[src/design/tpt_pkg.sv]
// Shared types and constants of the two-level page table engine.
package tpt_pkg;

  localparam int DEF_NUM_SPACES = 4;
  localparam int DEF_NUM_TABLES = 16;
  localparam int IDX_W          = 10;
  localparam int OFS_W          = 12;
  localparam int ADDR_W         = 32;
  localparam int FRAME_W        = ADDR_W - OFS_W;

  typedef enum logic [1:0] {
    OP_MAP   = 2'd0,
    OP_UNMAP = 2'd1,
    OP_TRANS = 2'd2
  } opcode_e;

  typedef enum logic [1:0] {
    STAT_OK         = 2'd0,
    STAT_NO_TABLE   = 2'd1,
    STAT_NOT_MAPPED = 2'd2
  } status_e;

  typedef enum logic [4:0] {
    ST_CLEAR = 5'b00001,
    ST_IDLE  = 5'b00010,
    ST_DIR   = 5'b00100,
    ST_TBL   = 5'b01000,
    ST_DONE  = 5'b10000
  } state_e;

  typedef struct packed {
    logic en;
    logic we;
  } mem_ctl_t;

endpackage

[src/design/tpt_ctrl.sv]
// Request sequencer: clearing sweep, directory lookup, table access, result register.
module tpt_ctrl #(
  parameter int NUM_SPACES = tpt_pkg::DEF_NUM_SPACES,
  parameter int NUM_TABLES = tpt_pkg::DEF_NUM_TABLES,
  parameter int TW         = (NUM_TABLES > 1) ? $clog2(NUM_TABLES) : 1,
  parameter int DAW        = $clog2(NUM_SPACES * 1024),
  parameter int TAW        = TW + tpt_pkg::IDX_W
) (
  input  logic              clk_i,
  input  logic              rst_ni,
  input  logic              in_valid_i,
  output logic              in_stall_o,
  input  logic [1:0]        opcode_i,
  input  logic [1:0]        space_i,
  input  logic [31:0]       virt_addr_i,
  input  logic [31:0]       phys_addr_i,
  input  logic [11:0]       page_flags_i,
  output logic              out_valid_o,
  input  logic              out_stall_i,
  output logic [1:0]        status_o,
  output logic [31:0]       phys_out_o,
  output tpt_pkg::mem_ctl_t dir_ctl_o,
  output logic [DAW-1:0]    dir_addr_o,
  output logic [TW:0]       dir_wdata_o,
  input  logic [TW:0]       dir_rdata_i,
  output tpt_pkg::mem_ctl_t tbl_ctl_o,
  output logic [TAW-1:0]    tbl_addr_o,
  output logic [31:0]       tbl_wdata_o,
  input  logic [31:0]       tbl_rdata_i
);

  localparam int DIR_DEPTH = NUM_SPACES * 1024;
  localparam int TBL_DEPTH = NUM_TABLES * 1024;
  localparam int CLR_DEPTH = (DIR_DEPTH > TBL_DEPTH) ? DIR_DEPTH : TBL_DEPTH;
  localparam int CW        = $clog2(CLR_DEPTH);
  localparam int UW        = $clog2(NUM_TABLES + 1);
  localparam logic [CW:0]   DIR_LIM  = (CW + 1)'(DIR_DEPTH);
  localparam logic [CW:0]   TBL_LIM  = (CW + 1)'(TBL_DEPTH);
  localparam logic [CW-1:0] CLR_LAST = CW'(CLR_DEPTH - 1);
  localparam logic [UW-1:0] USED_MAX = UW'(NUM_TABLES);

  tpt_pkg::state_e state_q, state_d;
  logic [CW-1:0]   clr_q, clr_d;
  logic [UW-1:0]   used_q, used_d;

  logic [1:0]                 op_q;
  logic                       sp_ok_q;
  logic [DAW-1:0]             dslot_q;
  logic [tpt_pkg::IDX_W-1:0]  ti_q;
  logic [tpt_pkg::OFS_W-1:0]  ofs_q;
  logic [31:0]                entry_q;

  logic [1:0]  res_status_q, res_status_d;
  logic [31:0] res_phys_q, res_phys_d;
  logic        out_valid_q, out_valid_d;
  logic [1:0]  out_status_q, out_status_d;
  logic [31:0] out_phys_q, out_phys_d;

  logic           accept;
  logic           take;
  logic           present;
  logic [TW-1:0]  tnum;
  logic [DAW-1:0] in_dslot;

  assign accept   = in_valid_i && !in_stall_o;
  assign take     = out_valid_q && !out_stall_i;
  assign in_dslot = DAW'({space_i, virt_addr_i[31:22]});
  assign present  = sp_ok_q && dir_rdata_i[TW];
  assign tnum     = dir_rdata_i[TW-1:0];

  assign in_stall_o  = (state_q != tpt_pkg::ST_IDLE);
  assign out_valid_o = out_valid_q;
  assign status_o    = out_status_q;
  assign phys_out_o  = out_phys_q;

  always_comb begin
    state_d      = state_q;
    clr_d        = clr_q;
    used_d       = used_q;
    res_status_d = res_status_q;
    res_phys_d   = res_phys_q;
    out_valid_d  = out_valid_q && !take;
    out_status_d = out_status_q;
    out_phys_d   = out_phys_q;
    dir_ctl_o    = '0;
    dir_addr_o   = dslot_q;
    dir_wdata_o  = '0;
    tbl_ctl_o    = '0;
    tbl_addr_o   = {tnum, ti_q};
    tbl_wdata_o  = '0;

    unique case (state_q)
      tpt_pkg::ST_CLEAR: begin
        dir_ctl_o.en = ({1'b0, clr_q} < DIR_LIM);
        dir_ctl_o.we = 1'b1;
        dir_addr_o   = clr_q[DAW-1:0];
        tbl_ctl_o.en = ({1'b0, clr_q} < TBL_LIM);
        tbl_ctl_o.we = 1'b1;
        tbl_addr_o   = TAW'(clr_q);
        clr_d        = clr_q + CW'(1);
        if (clr_q == CLR_LAST) begin
          state_d = tpt_pkg::ST_IDLE;
        end
      end
      tpt_pkg::ST_IDLE: begin
        dir_addr_o = in_dslot;
        if (accept) begin
          dir_ctl_o.en = 1'b1;
          state_d      = tpt_pkg::ST_DIR;
        end
      end
      tpt_pkg::ST_DIR: begin
        res_status_d = tpt_pkg::STAT_OK;
        res_phys_d   = '0;
        state_d      = tpt_pkg::ST_DONE;
        case (tpt_pkg::opcode_e'(op_q))
          tpt_pkg::OP_MAP: begin
            tbl_wdata_o = entry_q;
            if (present) begin
              tbl_ctl_o = '{en: 1'b1, we: 1'b1};
            end else if (!sp_ok_q || used_q == USED_MAX) begin
              res_status_d = tpt_pkg::STAT_NO_TABLE;
            end else begin
              dir_ctl_o   = '{en: 1'b1, we: 1'b1};
              dir_wdata_o = {1'b1, used_q[TW-1:0]};
              tbl_ctl_o   = '{en: 1'b1, we: 1'b1};
              tbl_addr_o  = {used_q[TW-1:0], ti_q};
              used_d      = used_q + UW'(1);
            end
          end
          tpt_pkg::OP_UNMAP: begin
            if (present) begin
              tbl_ctl_o = '{en: 1'b1, we: 1'b1};
            end
          end
          tpt_pkg::OP_TRANS: begin
            if (present) begin
              tbl_ctl_o.en = 1'b1;
              state_d      = tpt_pkg::ST_TBL;
            end else begin
              res_status_d = tpt_pkg::STAT_NOT_MAPPED;
            end
          end
          default: begin
          end
        endcase
      end
      tpt_pkg::ST_TBL: begin
        if (tbl_rdata_i[0]) begin
          res_phys_d = {tbl_rdata_i[31:12], ofs_q};
        end else begin
          res_status_d = tpt_pkg::STAT_NOT_MAPPED;
        end
        state_d = tpt_pkg::ST_DONE;
      end
      tpt_pkg::ST_DONE: begin
        if (!out_valid_q || take) begin
          out_valid_d  = 1'b1;
          out_status_d = res_status_q;
          out_phys_d   = res_phys_q;
          state_d      = tpt_pkg::ST_IDLE;
        end
      end
      default: begin
        state_d = tpt_pkg::ST_CLEAR;
      end
    endcase
  end

  always_ff @(posedge clk_i or negedge rst_ni) begin
    if (!rst_ni) begin
      state_q     <= tpt_pkg::ST_CLEAR;
      clr_q       <= '0;
      used_q      <= '0;
      out_valid_q <= 1'b0;
    end else begin
      state_q     <= state_d;
      clr_q       <= clr_d;
      used_q      <= used_d;
      out_valid_q <= out_valid_d;
    end
  end

  always_ff @(posedge clk_i) begin
    res_status_q <= res_status_d;
    res_phys_q   <= res_phys_d;
    out_status_q <= out_status_d;
    out_phys_q   <= out_phys_d;
    if (accept) begin
      op_q    <= opcode_i;
      sp_ok_q <= (32'(space_i) < NUM_SPACES);
      dslot_q <= in_dslot;
      ti_q    <= virt_addr_i[21:12];
      ofs_q   <= virt_addr_i[11:0];
      entry_q <= {phys_addr_i[31:12], page_flags_i | 12'h001};
    end
  end

endmodule

[config.mk]
export PLATFORM = sky130hd
export DESIGN_NAME = tpt_ctrl
export DESIGN_NICKNAME = d
export VERILOG_FILES = /design/src/design/tpt_pkg.sv /design/src/design/tpt_ctrl.sv
export SDC_FILE = /design/constraint.sdc
export NUM_CORES = 1
export LEC_CHECK = 0
export BUFFER_PORTS_ARGS = -buffer_cell sky130_fd_sc_hd__buf_2
export CAP_MARGIN = 40
export CORE_MARGIN = 2
export CORE_UTILIZATION = 45
export DETAILED_ROUTE_END_ITERATION = 7
export PLACE_DENSITY = 0.85
export SLEW_MARGIN = 10
export SYNTH_ARGS = -nofsm -noshare
export SYNTH_HDL_FRONTEND = slang
export SYNTH_SLANG_ARGS = --single-unit
[constraint.sdc]
create_clock -name clk_i -period 3.65 [get_ports clk_i]
set_input_delay 0.73 -clock clk_i [delete_from_list [all_inputs] [get_ports clk_i]]
set_output_delay 0.73 -clock clk_i [all_outputs]
set_load 0.02 [all_outputs]
# --- Yosys cells after proc, flatten, opt, wreduce, memory -nomap -nowiden ---
# Index checks and enable logic that the tools add are counted.
op_classes:
  bitwise: 2
  n_mux: 39
  n_lt_le_gt_ge: 1
  eq_ne: 15
  addsub: 2
  reduce_logical: 15
ops:
  columns: ["operator", "count"]
  rows:
  - ["two-way mux 32 bit", 3]
  - ["case mux 32 bit (2 select lines)", 1]
  - ["two-way mux 5 bit", 9]
  - ["two-way mux 14 bit", 3]
  - ["case mux 14 bit (2 select lines)", 1]
  - ["case mux 5 bit (5 select lines)", 1]
  - ["case mux 12 bit (2 select lines)", 1]
  - ["adder 14 x 1 -> 14 bit (second input constant)", 1]
  - ["== test 14 bit (second input constant)", 1]
  - ["less-than comparator 14 x 13 -> 1 bit (second input constant)", 1]
  - ["two-way mux 2 bit", 7]
  - ["case mux 2 bit (2 select lines)", 3]
  - ["== test 5 bit (second input constant)", 2]
  - ["!= test 2 bit (second input constant)", 5]
  - ["two-way mux 1 bit", 6]
  - ["case mux 1 bit (3 select lines)", 2]
  - ["AND reduction 2 bit", 3]
  - ["adder 5 x 1 -> 5 bit (second input constant)", 1]
  - ["== test 5 x 1 -> 1 bit (second input constant)", 1]
  - ["== test 5 x 2 -> 1 bit (second input constant)", 1]
  - ["== test 5 x 3 -> 1 bit (second input constant)", 1]
  - ["== test 5 x 4 -> 1 bit (second input constant)", 1]
  - ["!= test 5 x 2 -> 1 bit (second input constant)", 1]
  - ["logical NOT 1 bit", 4]
  - ["other kinds (10)", 14]
totals:
  output_inout_bits: 103
  regBits: 160
  wordCells: 87
  input_bits: 121

# --- Longest topological paths before layout ---
# Gate-level depths: netlist of run 1.
logic_depth:
  depth_word: 6
  mapped_depth: 7
  mapped_depth_nobuf: 6

# --- Least setup slack after synthesis of run 1 ---
# No wires, ideal clock.
synth_timing:
  kind: "reg-to-output"
  from: "register state_q[3]"
  to: "output dir_ctl_o[1] (netlist name)"
  arrival_ps: 2924
  required_time_ps: 2920
  path_slack_ps: -4
  stages_incl_launch_ff: 6
  cell_sequence: "dfrtp_1 nor2_2 and3_1 buf_2 and2_1 or3_1"
synth_rtl:
  columns: ["item", "line", "rtl"]
  rows:
  - ["start, declared", "tpt_ctrl.sv:42", "tpt_pkg::state_e state_q, state_d;"]
  - ["start signal, assigned", "tpt_ctrl.sv:172", "state_q <= tpt_pkg::ST_CLEAR;"]
  - ["start signal, assigned", "tpt_ctrl.sv:177", "state_q <= state_d;"]
  - ["end, declared", "tpt_ctrl.sv:22", "output tpt_pkg::mem_ctl_t dir_ctl_o,"]

# --- Worst setup path after layout of run 1 ---
layout_timing:
  from: "register state_q[3]"
  to: "output dir_addr_o[10]"
layout_via:
  elab_chain_len: 2
  elab_cells_between_ends: 3
layout_lines:
  columns: ["item", "line", "rtl"]
  rows:
  - ["== test 5 x 2 -> 1 bit or == test 5 x 1 -> 1 bit (tied branches)", "tpt_ctrl.sv:92", "unique case (state_q)"]
  - ["case mux 12 bit (2 select lines) (*)", "tpt_ctrl.sv:92", null]
  - ["end, declared", "tpt_ctrl.sv:23", "output logic [DAW-1:0] dir_addr_o,"]
# Every way passes the cells marked *; elsewhere a longest branch is shown, timed or not.

==> results_dict.tcl, run 1 <==
set metrics [dict create \
    syn-cell-area_sq_um 6300 \
    cts-htree-levels 4 \
    fmax_mhz 309 \
    setup-violations-final 0 \
    grt_pass1_vias 4054 \
    post_drt_wl_per_cell_um 16.1 \
    gp_congestion 0.877 \
    syn2layout_area_growth_pct 28.7 \
    required_ns 2.92 \
    post_cts_buffers 0 \
    ctsResizeCount 0 \
    powerDensity_nw_per_um2 461 \
    syn_inst 419 \
    grt_pass1_wl_um 20400 \
    slew_violations 0 \
    numCtsBuffers 17 \
    synth_edf_count 135 \
    drc 0 \
    cp.arrival_ns 2.50 \
    hold_path_class "input port to async pin" \
    ys_warn_count 0 \
    start_util_pct 45.8 \
    fp.dieH_um 122 \
    num_vias 4122 \
    critical_path_class "flip-flop to primary output" \
    seqCellArea_sq_um 4680 \
    cap_violations 0 \
    async_flop_share_pct 15.6 \
    overflow 0 \
    clkLatencyLatePin_ns 0.42 \
    finalCriticalPeriod_ns 3.23 \
    grt_max_degree 68 \
    synth_top_area_share_pct 64.3 \
    tightest_slew_ns 0.878 \
    placed_area_sq_um 7540 \
    reg2reg_slack_ns 0.97 \
    nFillCells 1085 \
    antenna_found_initial 0 \
    drive_gt1_share_pct 38.5 \
    synth_nets 547 \
    tritoncts "built" \
    clockBufferDepth 2 \
    hold_viol_final 0 \
    ys.flop_type "edfxtp_1" \
    final_area_sq_um 8110 \
    hold_ws_ns 0.306 \
    leakage_nw 3.33 \
    ir_drop_mv 0.273 \
    endpoint_kind "primary output" \
    postCtsHoldBufs 0 \
    slew_headroom_pct 41.5 \
    drt_iter0_drc 328 \
    finalNonFillerCells 821 \
    drt_pass1_iterations 4 \
    dp_hpwl_um 9280 \
    fin_tns_setup_ns 0 \
    period_share_pct 88.5 \
    portBuffers 199 \
    skew_ns 0.00880 \
    yosysSeqAreaShare_pct 74.2 \
    cts_root_buffer "clkbuf_16" \
    diodes 0 \
    outcome "completed" \
    ant_nets 0 \
    row_count 43 \
    core_area_sq_um 13800 \
    routed_wl_um 13300 \
    syn_avg_cell_area_sq_um 15.0 \
    clk_pin_slew_ns 0.06 \
    synth_area_leaders "edfxtp_1, dfrtp_1, and2_1" \
    total_power_mw 3.74 \
    ys_types 41 \
    ios 224 \
    post-place-cells 790 \
    die_area_sq_um 15000 \
    critPathLaunchType "flip-flop" \
    avgViaCountPerCell 5.02 \
    clock-sinks 160 \
    fp.dieW_um 122 \
    synth_top_area_cell "edfxtp_1" \
    track_usage_pct 18.0 \
    multi_input_area_sq_um 1510 \
    critical_path.max_fanout 16 \
    nets 757 \
    rsz0062_at_grt "no" \
    ys_ff_latch 160 \
]
[registers in the layout, indices dropped and copies added (netlist names), 5 cells and up]
| register | cells |
|---|---|
| phys_out_o | 32 |
| ti_q | 10 |
| entry_q | 31 |
| dslot_q | 12 |
| clr_q | 14 |
| res_phys_q | 32 |
| ofs_q | 12 |
| state_q | 5 |
| used_q | 5 |
[cell families after synthesis]
| kind of cell | Yosys count | synth area share, % |
|---|---|---|
| flops | 160 | 74.2 |
| compound gates | 45 | 5.32 |
| buf+inv | 27 | 1.96 |
| fa+ha+maj | 7 | 1.39 |
| simple gates | 163 | 14.7 |
| xor+xnor | 17 | 2.36 |
[critical path, stage by stage (launching register included)]
cell and delay, ns:
dfrtp_1 0.49, nor2_2 0.23, and3_1 0.59, nor2_2 0.25, a221o_1 0.36, buf_2 0.16
[power by group]
group | leakage (nW) | total, mW | internal, mW | switching (mW)
Clock | 0.280 | 1.71 | 0.964 | 0.743
Combinational | 1.69 | 0.0609 | 0.0365 | 0.0244
Sequential | 1.36 | 1.97 | 1.97 | 0.0000000000000000659
Total | 3.33 | 3.74 | 2.97 | 0.768
[metal layers]
metal / wire length, um / vias to the layer above / part of all wire (%) / GRT usage [%]
met5: 0 / - / 0 / 0
met4: 227 / 0 / 1.7 / 8.12
met2: 6580 / 160 / 50 / 28.7
met3: 827 / 17 / 6.2 / 4.79
li1: - / 1935 / - / -
met1: 5620 / 2010 / 42 / 23.1
[synth_stat cells (2+ instances only)]
master    instances
nor2_1           10
ha_1              7
a221o_1           6
o21ai_0          10
nor3_1            7
a211o_1           3
inv_1            10
o31ai_1           2
nor2b_1           5
and2_1           66
xnor2_1           9
a32oi_1           2
buf_2             6
dfrtp_1          24
xor2_1            8
nand4_1           4
a21o_1           11
nor2_2            2
a21oi_1           3
and3_1           11
nand3_1           6
clkbuf_1          8
nand2_1          40
a22o_1            6
buf_4             2
edfxtp_1        135
and4b_1           2
[cell usage in the layout, fill, tap and decap left out, types with 7 or more instances in the layout]
master / netlist / routed
inv_1: 10 / 10
buf_2: 6 / 199
ha_1: 7 / 7
buf_4: 2 / 8
dfrtp_1: 24 / 24
o21ai_0: 10 / 10
xnor2_1: 9 / 9
and2_1: 66 / 65
and3_1: 11 / 11
a21o_1: 11 / 11
clkbuf_16: 0 / 17
nand2_1: 40 / 40
edfxtp_1: 135 / 135
nor2_1: 10 / 10
xor2_1: 8 / 8
nor3_1: 7 / 7
[final cells by class]
cell class / instances / share of cell area (%)
multi-input cells: 232 / 18.6
inverters: 10 / 0.463
repair buffers: 208 / 13.4
clock buffers: 18 / 5.29
flip-flops and latches: 160 / 57.7
well taps: 180 / 2.78
clock inverters: 13 / 1.77
[worst paths after layout]
check | cells past startpoint | from | to
setup reg to reg | 4 | state_q[3] | ofs_q[0]
hold / removal | 1 | rst_ni | clr_q[7]
setup / recovery | 5 | state_q[3] | dir_addr_o[10]
hold reg to reg | 0 | res_phys_q[31] | phys_out_o[31]
min in group clk_i | 0 | res_phys_q[31] | phys_out_o[31]
max in group asynchronous | 1 | rst_ni | clr_q[13]
[per-stage QoR]
step | setup slack, ns | utilization [%]
after floorplan | 0.662 | -
after global placement | 0.842 | 54.5
after detailed placement | 0.808 | 54.7
after CTS | 0.396 | 58.9
after global routing | 0.254 | 58.9
final | 0.418 | 58.9
Note: power is estimated with default switching activity, not from simulation.
==> run 2: changes to the inputs <==
--- a/config.mk
+++ b/config.mk
@@ -5,12 +5,12 @@
 export SDC_FILE = /design/constraint.sdc
 export NUM_CORES = 1
 export LEC_CHECK = 0
-export BUFFER_PORTS_ARGS = -buffer_cell sky130_fd_sc_hd__buf_2
 export CAP_MARGIN = 40
 export CORE_MARGIN = 2
-export CORE_UTILIZATION = 45
+export CORE_UTILIZATION = 55
 export DETAILED_ROUTE_END_ITERATION = 7
-export PLACE_DENSITY = 0.85
+export DONT_BUFFER_PORTS = 1
+export PLACE_DENSITY = 0.82
 export SLEW_MARGIN = 10
 export SYNTH_ARGS = -nofsm -noshare
 export SYNTH_HDL_FRONTEND = slang
==> run 2 against run 1 <==
Register-to-register slack worse by 0.06 ns. Die area is 18% lower. Non-clock buffer count is 198 lower. Sequential power hardly changed. Clock skew hardly changed. Worst setup slack worse by 0.054 ns. Clock power is 4% lower. Largest cell class unchanged.
==> results_dict.tcl, run 2 (synthesis results as in run 1) <==
set metrics [dict create \
    worst-r2r-cell-count 4 \
    rsz0062_at_grt "no" \
    cap_violations 0 \
    diodes 0 \
    ant_nets 0 \
    slowest_stage "and4b_1" \
    final_common_cell "edfxtp_1" \
    routed_wl_um 12100 \
    powerDensity_nw_per_um2 512 \
    drc 0 \
    slowest_delay_ns 0.44 \
    overflow 0 \
    use_met2_pct 32.7 \
    tritoncts "built" \
    skew_ns 0.00849 \
    hold_path_class "input port to async pin" \
    start_util_pct 55.7 \
    row_count 39 \
    hold_viol_final 0 \
    syn2layout_area_growth_pct 12.3 \
    finalCriticalPeriod_ns 3.29 \
    critical_path_class "flip-flop to primary output" \
    ios 224 \
    required_ns 2.92 \
    hold_ws_ns 0.121 \
    drt_iter0_drc 219 \
    fmax_mhz 304 \
    nFillCells 794 \
    portBuffers 0 \
    crit_chain "inv_1 > ha_1 > nor2b_1 > and4b_1 > nor2_1 > a211o_1" \
    fp.dieW_um 111 \
    rr_endpoint "dslot_q[8]" \
    track_usage_pct 20.5 \
    post_drt_wl_per_cell_um 20.6 \
    die_area_sq_um 12300 \
    gp_congestion 0.775 \
    finalNonFillerCells 586 \
    clockBufferDepth 2 \
    clk_pin_slew_ns 0.06 \
    core_area_sq_um 11300 \
    ir_drop_mv 0.404 \
    final_cell_mix "edfxtp_1, and2_1, nand2_1" \
    grt.busiest_layer "met2" \
    post-place-cells 554 \
    critical_path.max_fanout 8 \
    grt_use_met3_pct 10.2 \
    nets 559 \
    slew_violations 0 \
    grt_pass1_wl_um 18900 \
    dp_hpwl_um 8290 \
    cts_root_buffer "clkbuf_16" \
    setup_ws_ns 0.364 \
    drt_pass1_iterations 4 \
    num_vias 3398 \
    r2r-start "state_q[3]" \
    period_share_pct 90.0 \
    reg2reg_slack_ns 0.91 \
    numCtsBuffers 17 \
    dp_slack_ns 0.832 \
    setup-violations-final 0 \
    grt_max_degree 68 \
    leakage_nw 2.50 \
    tightest_slew_ns 0.842 \
    antenna_found_initial 0 \
    outcome "completed" \
    critPathLaunchType "flip-flop" \
    grt_pass1_vias 3453 \
    cp.arrival_ns 2.56 \
    slew_headroom_pct 43.9 \
    cts-htree-levels 4 \
    fin_tns_setup_ns 0 \
    drive_gt1_share_pct 11.1 \
    clock-sinks 160 \
    endpoint_kind "primary output" \
    avgViaCountPerCell 5.80 \
    grtUsageMet1_pct 24.1 \
    fp.dieH_um 111 \
    clkLatencyLatePin_ns 0.42 \
]
## run 2: how the worst max path moves through the flow
stage,endpoint,cells past startpoint,start
finish,tbl_addr_o[10],6,op_q[0]
detailed placement,dir_addr_o[9],5,state_q[3]
floorplan,phys_out_o[0],3,state_q[3]
global route,tbl_addr_o[11],6,op_q[0]
CTS,dir_addr_o[9],5,state_q[3]
global placement,dir_addr_o[1],5,state_q[3]
## run 2: per-layer routing
layer,routed length (um),vias up
met3,1210,12
met1,4780,1649
met2,5930,192
met4,153,0
met5,0,-
li1,-,1545
## run 2: worst max-delay path: cells and delay by family, from the launching register on
kind,cells,cell delay (ns)
and+or+nand+nor,3,0.98
AOI/OAI and AO/OA,1,0.39
adders and majority gates,1,0.23
buffers and inverters,1,0.11
DFF,1,0.42
## run 2: repair_timing
action,in CTS,in global routing
hold endpoints to repair,24,0
gates resized for setup,0,0
setup buffers,0,0
hold buffers,1,0
## run 2: stage by stage
| step | area (sq um) | utilization [%] | power [mW] |
|---|---|---|---|
| after floorplan | 6310 | - | 2.01 |
| after global placement | 6480 | 57.2 | 2.01 |
| after detailed placement | 6500 | 57.4 | 2.01 |
| after CTS | 7080 | 62.6 | 3.67 |
| after global routing | 7080 | 62.6 | 3.75 |
| final | 7080 | 62.6 | 3.63 |
## run 2: final cells by class
class,instances,area [sq um],area share (%)
clock buffers,17,425,6.01
repair buffers,10,108,1.52
flip-flops and latches,160,4680,66.1
multi-input cells,232,1520,21.4
inverters,10,37.5,0.530
clock inverters,14,133,1.87
well taps,143,179,2.53
## run 2: power by group
group / internal, mW / total [mW] / leakage (nW) / switching (mW)
sequential: 1.97 / 1.97 / 1.36 / 0.000000000000000155
combinational: 0.00308 / 0.00872 / 0.880 / 0.00563
clock: 0.945 / 1.65 / 0.263 / 0.703
total: 2.92 / 3.63 / 2.50 / 0.709
==> run 3: changes to the inputs <==
--- a/config.mk
+++ b/config.mk
@@ -6,11 +6,13 @@
 export NUM_CORES = 1
 export LEC_CHECK = 0
 export CAP_MARGIN = 40
+export CELL_PAD_IN_SITES_DETAIL_PLACEMENT = 2
+export CELL_PAD_IN_SITES_GLOBAL_PLACEMENT = 2
 export CORE_MARGIN = 2
-export CORE_UTILIZATION = 55
+export CORE_UTILIZATION = 37
 export DETAILED_ROUTE_END_ITERATION = 7
 export DONT_BUFFER_PORTS = 1
-export PLACE_DENSITY = 0.82
+export PLACE_DENSITY = 0.83
 export SLEW_MARGIN = 10
 export SYNTH_ARGS = -nofsm -noshare
 export SYNTH_HDL_FRONTEND = slang
==> run 3 against run 2 <==
First-iteration DRC count is 19% lower. Maximum frequency is 1.7% lower. Via count is 0.68% higher. Clock skew is 0.0036 ns higher. Non-clock buffer count stayed put. Die area is 47% higher. Sequential share of layout area is 2.0 points lower.
==> results_dict.tcl, run 3 (synthesis results as in run 1) <==
set metrics [dict create \
    slew_violations 0 \
    reg2reg_slack_ns 1.21 \
    final_cell_mix "edfxtp_1, and2_1, nand2_1" \
    nets 559 \
    cap_violations 0 \
    rr_endpoint "dslot_q[3]" \
    tightest_slew_ns 0.804 \
    critical_path.max_fanout 8 \
    core_area_sq_um 16600 \
    drt_pass1_iterations 4 \
    drive_gt1_share_pct 11.3 \
    dp_hpwl_um 10900 \
    critPathLaunchType "flip-flop" \
    hold_path_class "input port to async pin" \
    required_ns 2.92 \
    portBuffers 0 \
    tritoncts "built" \
    hold_viol_final 0 \
    overflow 0 \
    routed_wl_um 15600 \
    post_drt_wl_per_cell_um 23.5 \
    clockBufferDepth 2 \
    setup-violations-final 0 \
    num_vias 3421 \
    cp.arrival_ns 2.61 \
    drc 0 \
    antenna_found_initial 1 \
    total_power_mw 3.96 \
    avgViaCountPerCell 5.15 \
    row_count 47 \
    track_usage_pct 17.7 \
    finalCriticalPeriod_ns 3.34 \
    drt_iter0_drc 178 \
    powerDensity_nw_per_um2 542 \
    clkLatencyLatePin_ns 0.42 \
    final_common_cell "edfxtp_1" \
    start_util_pct 37.9 \
    leakage_nw 2.56 \
    cts_root_buffer "clkbuf_16" \
    fmax_mhz 299 \
    slew_headroom_pct 46.3 \
    fin_tns_setup_ns 0 \
    ant_nets 0 \
    endpoint_kind "primary output" \
    clock-sinks 160 \
    cts-htree-levels 4 \
    critical_path_class "flip-flop to primary output" \
    rsz0062_at_grt "no" \
    gp_congestion 0.727 \
    outcome "completed" \
    finalNonFillerCells 664 \
    skew_ns 0.0121 \
    fp.dieW_um 135 \
    post_cts_buffers 0 \
    syn2layout_area_growth_pct 15.8 \
    die_area_sq_um 18100 \
    clk_pin_slew_ns 0.07 \
    post-place-cells 630 \
    period_share_pct 91.6 \
    grt_pass1_vias 3857 \
    worst-r2r-cell-count 5 \
    ios 224 \
    grt_max_degree 68 \
    grt_pass1_wl_um 23400 \
    numCtsBuffers 17 \
    fp.dieH_um 135 \
    r2r-start "state_q[3]" \
    ir_drop_mv 0.364 \
]
run 3: cell count changes in the layout (fill, tap and decap cells not counted):
cell	previous run	this run
clkinv_4	1	4
buf_4	8	7
clkinv_2	1	0
inv_6	5	3
diode_2	0	1
buf_16	1	2
bufinv_16	1	5
clkinvlp_4	4	1
clkinv_1	1	0
run 3: worst max-delay path by stage:
stage	slack, ns	startpoint	cells after the start	to
2_1_floorplan	0.66	state_q[3]	3	phys_out_o[0]
3_3_place_gp	0.85	state_q[3]	4	dir_addr_o[9]
3_5_place_dp	0.76	op_q[1]	6	tbl_addr_o[11]
4_1_cts	0.28	op_q[1]	6	tbl_addr_o[11]
5_1_grt	0.006	op_q[1]	6	tbl_addr_o[11]
6_report	0.31	op_q[1]	6	tbl_addr_o[11]
run 3: metal layers:
metal | share of wire (%) | wire length [um] | up-vias | GRT usage [%]
met1 | 39 | 6010 | 1710 | 19.9
met2 | 53 | 8220 | 151 | 30.8
met5 | 0 | 0 | - | 0
met3 | 7.0 | 1090 | 17 | 6.16
li1 | - | - | 1543 | -
met4 | 1.7 | 261 | 0 | 7.08
run 3: critical path, cell delays in order, from the launching register on:
cell	delay [ns]
edfxtp_1	0.42
inv_1	0.11
ha_1	0.23
nor2b_1	0.46
and4b_1	0.46
nor2_1	0.11
a211o_1	0.39
run 3: area by class of cell:
cell class              instances  area, sq um
diodes                          1         2.50
clock buffers                  17          425
clock inverters                14          230
fillers                      1567         9340
inverters                      10         37.5
multi-input cells             232         1520
flip-flops and latches        160         4680
well taps                     220          275
repair buffers                 10          128
run 3: repair_timing:
action | in CTS | in global routing
hold buffers | 1 | 0
hold endpoints to repair | 24 | 0
gates resized for setup | 0 | 0
setup endpoints to repair | 0 | 0
run 3: where the power goes:
part | total [mW] | switching (mW) | internal [mW]
clock network | 1.98 | 0.755 | 1.23
registers | 1.97 | 0.000000000000000164 | 1.97
logic | 0.00936 | 0.00627 | 0.00309
total | 3.96 | 0.761 | 3.20
run 3: metrics by stage:
step / util (%) / hold slack [ns] / setup WS [ns] / instance area (sq um)
after floorplan: - / 0.400 / 0.662 / 6310
after global placement: 39.4 / 0.401 / 0.846 / 6570
after detailed placement: 39.6 / 0.406 / 0.765 / 6590
after CTS: 43.7 / 0.105 / 0.284 / 7270
after global routing: 43.9 / 0.104 / 0.00647 / 7300
final: 43.9 / 0.112 / 0.306 / 7300
